==> config.mk <==
export PLATFORM = sky130hd
export DESIGN_NAME = hgf_out_fifo
export DESIGN_NICKNAME = d
export VERILOG_FILES = /design/src/design/hgf_pkg.sv /design/src/design/hgf_out_fifo.sv
export SDC_FILE = /design/constraint.sdc
export NUM_CORES = 1
export LEC_CHECK = 0
export BUFFER_PORTS_ARGS = -buffer_cell sky130_fd_sc_hd__buf_2
export CAP_MARGIN = 10
export CORE_ASPECT_RATIO = 0.8
export CORE_MARGIN = 4
export CORE_UTILIZATION = 50
export DETAILED_ROUTE_END_ITERATION = 10
export PLACE_DENSITY_LB_ADDON = 0.12
export SETUP_SLACK_MARGIN = 0.15
export SLEW_MARGIN = 5
export SYNTH_ARGS = -nofsm -noshare
export SYNTH_HDL_FRONTEND = slang
export SYNTH_SLANG_ARGS = --single-unit
==> constraint.sdc <==
create_clock -name i_clk -period 5.9 [get_ports i_clk]
set_clock_uncertainty 0.1 [all_clocks]
set_input_delay 0.885 -clock i_clk [delete_from_list [all_inputs] [get_ports i_clk]]
set_output_delay 0.885 -clock i_clk [all_outputs]
set_load 0.01 [all_outputs]
==> src/design/hgf_pkg.sv <==
// ----------------------------------------------------------------------------
// hgf_pkg
// Shared types and constants of the horizontal gradient filter.
// ----------------------------------------------------------------------------
`default_nettype none

package hgf_pkg;

    // input command codes
    localparam logic CMD_SAMPLE = 1'b0;
    localparam logic CMD_FLUSH  = 1'b1;

    // configuration register map
    localparam int   CFG_IDX_BITS     = 1;
    localparam int   REG_BITS         = 11;
    localparam logic REG_FRAME_WIDTH  = 1'b0;
    localparam logic REG_FRAME_HEIGHT = 1'b1;
    localparam int   FRAME_WIDTH_RST  = 640;
    localparam int   FRAME_HEIGHT_RST = 480;

    // frame geometry and result fields
    localparam int MAX_HEIGHT   = 1024;
    localparam int ROW_BITS     = 10;
    localparam int OUT_COL_BITS = 10;
    localparam int GRAD_BITS    = 19;

    // result queue
    localparam int OUT_DEPTH    = 4;
    localparam int OUT_PTR_BITS = 2;
    localparam int OUT_LVL_BITS = 3;

    typedef struct packed {
        logic signed [GRAD_BITS-1:0] gradient;
        logic [OUT_COL_BITS-1:0]     out_col;
        logic [ROW_BITS-1:0]         out_row;
        logic                        frame_last;
    } t_result;

endpackage

`default_nettype wire

==> src/design/hgf_out_fifo.sv <==
// ----------------------------------------------------------------------------
// hgf_out_fifo
// Small result queue that parts the filter datapath from the output channel.
// ----------------------------------------------------------------------------
`default_nettype none

module hgf_out_fifo
    import hgf_pkg::*;
(
    input  wire logic                    i_clk,
    input  wire logic                    i_rst_n,
    input  wire logic                    i_push,
    input  wire t_result                 i_data,
    input  wire logic                    i_pop,
    output logic                         o_valid,
    output t_result                      o_data,
    output logic [OUT_LVL_BITS-1:0]      o_level
);

    t_result                  r_mem [OUT_DEPTH];
    logic [OUT_PTR_BITS-1:0]  r_wr_ptr;
    logic [OUT_PTR_BITS-1:0]  r_rd_ptr;
    logic [OUT_LVL_BITS-1:0]  r_level;
    logic [OUT_LVL_BITS-1:0]  n_level;

    always_comb begin
        unique case ({i_push, i_pop})
            2'b10:   n_level = r_level + 1'b1;
            2'b01:   n_level = r_level - 1'b1;
            default: n_level = r_level;
        endcase
    end

    always_ff @(posedge i_clk) begin
        if (!i_rst_n) begin
            r_wr_ptr <= '0;
            r_rd_ptr <= '0;
            r_level  <= '0;
        end else begin
            if (i_push) begin
                r_wr_ptr <= r_wr_ptr + 1'b1;
            end
            if (i_pop) begin
                r_rd_ptr <= r_rd_ptr + 1'b1;
            end
            r_level <= n_level;
        end
    end

    always_ff @(posedge i_clk) begin
        if (i_push) begin
            r_mem[r_wr_ptr] <= i_data;
        end
    end

    assign o_valid = (r_level != '0);
    assign o_data  = r_mem[r_rd_ptr];
    assign o_level = r_level;

endmodule

`default_nettype wire

# Word level (Yosys, flattened, before mapping)
# Memory sizes are Yosys's and may differ from the RTL's. A register that Yosys moved wholly into a read port is not among the register bits.
# Cells that the tools add are included.
# word_totals
wordCells	17
ram_bits	160
n_memories	1
regBits	7
in_bits	44
out_inout_bits	44
# memory_table
name	words	word_bits	read_ports	rd_ports_with_merged_regs	write_ports	line_no	source
r_mem	4	40	1	1	1	hgf_out_fifo.sv:20	t_result r_mem [OUT_DEPTH];
# op_classes
n_addsub	4
reduce_logical	2
n_eq_ne	2
mux	5
# op_table
op	count
one-hot mux 3 bit (2 select lines)	1
adder 2 x 1 -> 2 bit, second input constant	2
two-way mux 2 bit	2
adder 3 x 1 -> 3 bit, second input constant	1
nonzero test 3 bit	1
subtractor 3 x 1 -> 3 bit, second input constant	1
equality test 2 x 1 -> 1 bit, second input constant	1
equality test 2 bit, second input constant	1
two-way mux 1 bit	2
nonzero test 2 bit	1

# Longest topological paths before layout
# depth
ltp_word	3
ltp_mapped	7
ltp_nobuf	7

# Least setup slack after synthesis
# Ideal clock, no wire load.
# synth_path
path_kind	input -> register
start	input port i_push
end	memory r_mem[0][0] (netlist name), enable pin
slack_ps	3542
setup_ps	401
cell_stages	1
n_path_buf	0
t_arrival_ps	1857
t_required_ps	5399
cell_sequence	and2_1
# synth_between
elab_chain_len	2
# synth_rtl
element	line_no	source
start, declared	hgf_out_fifo.sv:12	input wire logic i_push,
two-way mux 1 bit	hgf_out_fifo.sv:51	if (i_push) begin
two-way mux 1 bit (not written as such)	hgf_out_fifo.sv:52	r_mem[r_wr_ptr] <= i_data;
end, declared	hgf_out_fifo.sv:20	
# Every way passes these cells.

==> run metrics <==
Worst Path Required=between 4 and 5 ns; non-filler cells, final=about 540; leakage=2.56 nW; Iteration-0 DRC Markers=between 150 and 200; max-slew violation count=0; delay-heaviest family, CP=flip-flops; CP cell instances=mux4_2, buf_2; startpoint types=flop; die area=14400 um2; slack of the critical path=2.80 ns; Placed Cells=507; Worst-path clk slew=~0.060 ns; placed inst area=6840 um2; vias in the first global route=between 2000 and 3000; DRC violations left=0; Antenna diodes=0; H-Tree Depth=4; Gate power share=0.081; Clock Latency Late Sink=0.41 ns; Die X=about 130 um; final WL=between 10000 and 15000 um; cts hold-fix bufs=0; core area=about 12000 um2; CP endpoint kind=output port; fill count=880; Slew @ Worst Pin=between 1 and 1.5 ns; CP Buf/Inv Count=1; crit path time final=approximately 3.1 ns; Period Utilization, post-route=0.525; Setup CP Type=flop to output port; PostCTS Resize Cnt=0; Critical-path top delay cell=dfxtp_4; Die Y=between 100 and 150 um; Max IR drop VDD=~0.00026 V; Net Sw Frac=0.200; vias=around 2800; Slew HR=0.258; CTS buffer count=17; most frequent cells in the layout=edfxtp_1, buf_2, mux4_2; Top Ports=88; Synth warnings=0; Int Power=~2.2 mW; Synth Net Count=roughly 300; f_max=323 MHz; Hold WS=about 0.42 ns; CP Data Arrival Time=between 2 and 2.5 ns; Setup Buffers After CTS=0; drt first pass iters=4; initial antenna violation count=1; CTS tree=yes; largest net degree at the start of global routing=41; synthesized cell area=~6300 um2; max-cap violation count=0; status=complete, no violations; WL per Instance=between 15 and 20 um; Syn Area/Cell=approximately 25 um2; cell count after synthesis=254; share of cells above drive strength 1=0.441; global-route wire length before repair=between 15000 and 20000 um; final setup vio count=0; setup_tns=0 ns; IO buf count=87; register bit total from synthesis=roughly 170; register area share after synthesis=0.796; maximum fanout along the worst path=40; fin nets=roughly 410; unrepaired setup endpoints after global routing=no; Seq pwr share=0.508; ANT nets after route=0; Area Overhead vs Synth=19.0%; Placer Congestion=just under 0.7; All-Layer GR Usage=0.157; count of cell types in the netlist=18; Cell Pwr Density=about 370 nW/um2; Hold Fails Final Rpt=0; final instance area=between 7000 and 8000 um2; CP max stage delay=~0.9 ns; grt ovf=0; clock buffer depth=2; num rows=36; P_sw=about 0.56 mW; CTS sink count=about 170; most common cell after layout, fill and taps aside=edfxtp_1; Clock power frac=0.411; type of the worst min-delay path=flop to flop; CTS root buf=clkbuf_16; Initial Util=0.513; Place WS=between 3 and 4 ns; via/cell ratio=a little over 5
synth_stat cells, drive strengths merged:
cell	n	area (um2)
o21ai	2	10.0
nor2b	1	6.26
xor2	3	26.3
mux4	40	901
nand2	2	7.51
fa	1	20.0
and2	10	62.6
edfxtp	160	4800
xnor2	2	17.5
a21boi	1	7.51
or3	2	12.5
mux2i	1	10.0
ha	5	62.6
inv	6	22.5
buf	9	111
dfxtp	9	180
final cells by class:
type / count / area (um2) / area share
flip-flops and latches: 169 / 4990 / 0.669
multi-input cells: 70 / 1150 / 0.154
repair buffers: 91 / 465 / 0.0624
clock buffers: 19 / 433 / 0.0581
well taps: 171 / 214 / 0.0287
clock inverters: 12 / 180 / 0.0242
inverters: 6 / 22.5 / 0.00302
cells by family (layout without fill, tap and decap cells):
logic type	after synthesis	after routing	synth area share
simple gates	15	15	0.0142
buf+inv	15	128	0.0214
mux	41	41	0.145
fa+ha+maj	6	6	0.0132
compound gates	3	3	0.00280
flops	169	169	0.796
xor+xnor	5	5	0.00699
state kept, by name (all words and copies together) (netlist names), named ones only:
signal    count
r_wr_ptr      2
r_mem       160
o_level       3
r_rd_ptr      2
final timing paths:
kind / cells after the start / slack (ns) / startpoint / endpoint
max reg2reg: 4 / 3.96 / r_wr_ptr[0] / r_mem[0][4]
min reg2reg: 2 / 0.42 / o_level[2] / o_level[2]
max: 2 / 2.80 / flop / o_data[9]
min: 2 / 0.42 / o_level[2] / o_level[2]
power groups by stage:
stage	logic, mW	clock network [mW]	registers (mW)
final	0.226	1.15	1.42
after global routing	0.247	1.24	1.43
after CTS	0.231	1.17	1.42
after detailed placement	0.230	0	1.44
after global placement	0.228	0	1.44
after floorplan	0.166	0	1.41
metal layers:
| metal | vias up | GRT usage | wire length [um] | share of wire |
|---|---|---|---|---|
| met4 | 2 | 0.0639 | 127 | 0.012 |
| met1 | 1432 | 0.223 | 4870 | 0.47 |
| met3 | 14 | 0.0526 | 527 | 0.051 |
| li1 | 1258 | - | - | - |
| met2 | 73 | 0.228 | 4800 | 0.46 |
| met5 | - | 0 | 19 | 0.0018 |
per-stage QoR:
step / power, mW / util
2_1_floorplan: 1.58 / -
3_3_place_gp: 1.67 / 0.560
3_5_place_dp: 1.67 / 0.560
4_1_cts: 2.82 / 0.611
5_1_grt: 2.91 / 0.611
6_report: 2.79 / 0.611
worst register-to-register path, stage by stage (launching register included):
cell,delay [ns]
dfxtp_1,0.35
inv_1,0.09
ha_1,0.14
and2_2,0.48
buf_4,0.44
Note: power is estimated with default switching activity, not from simulation.
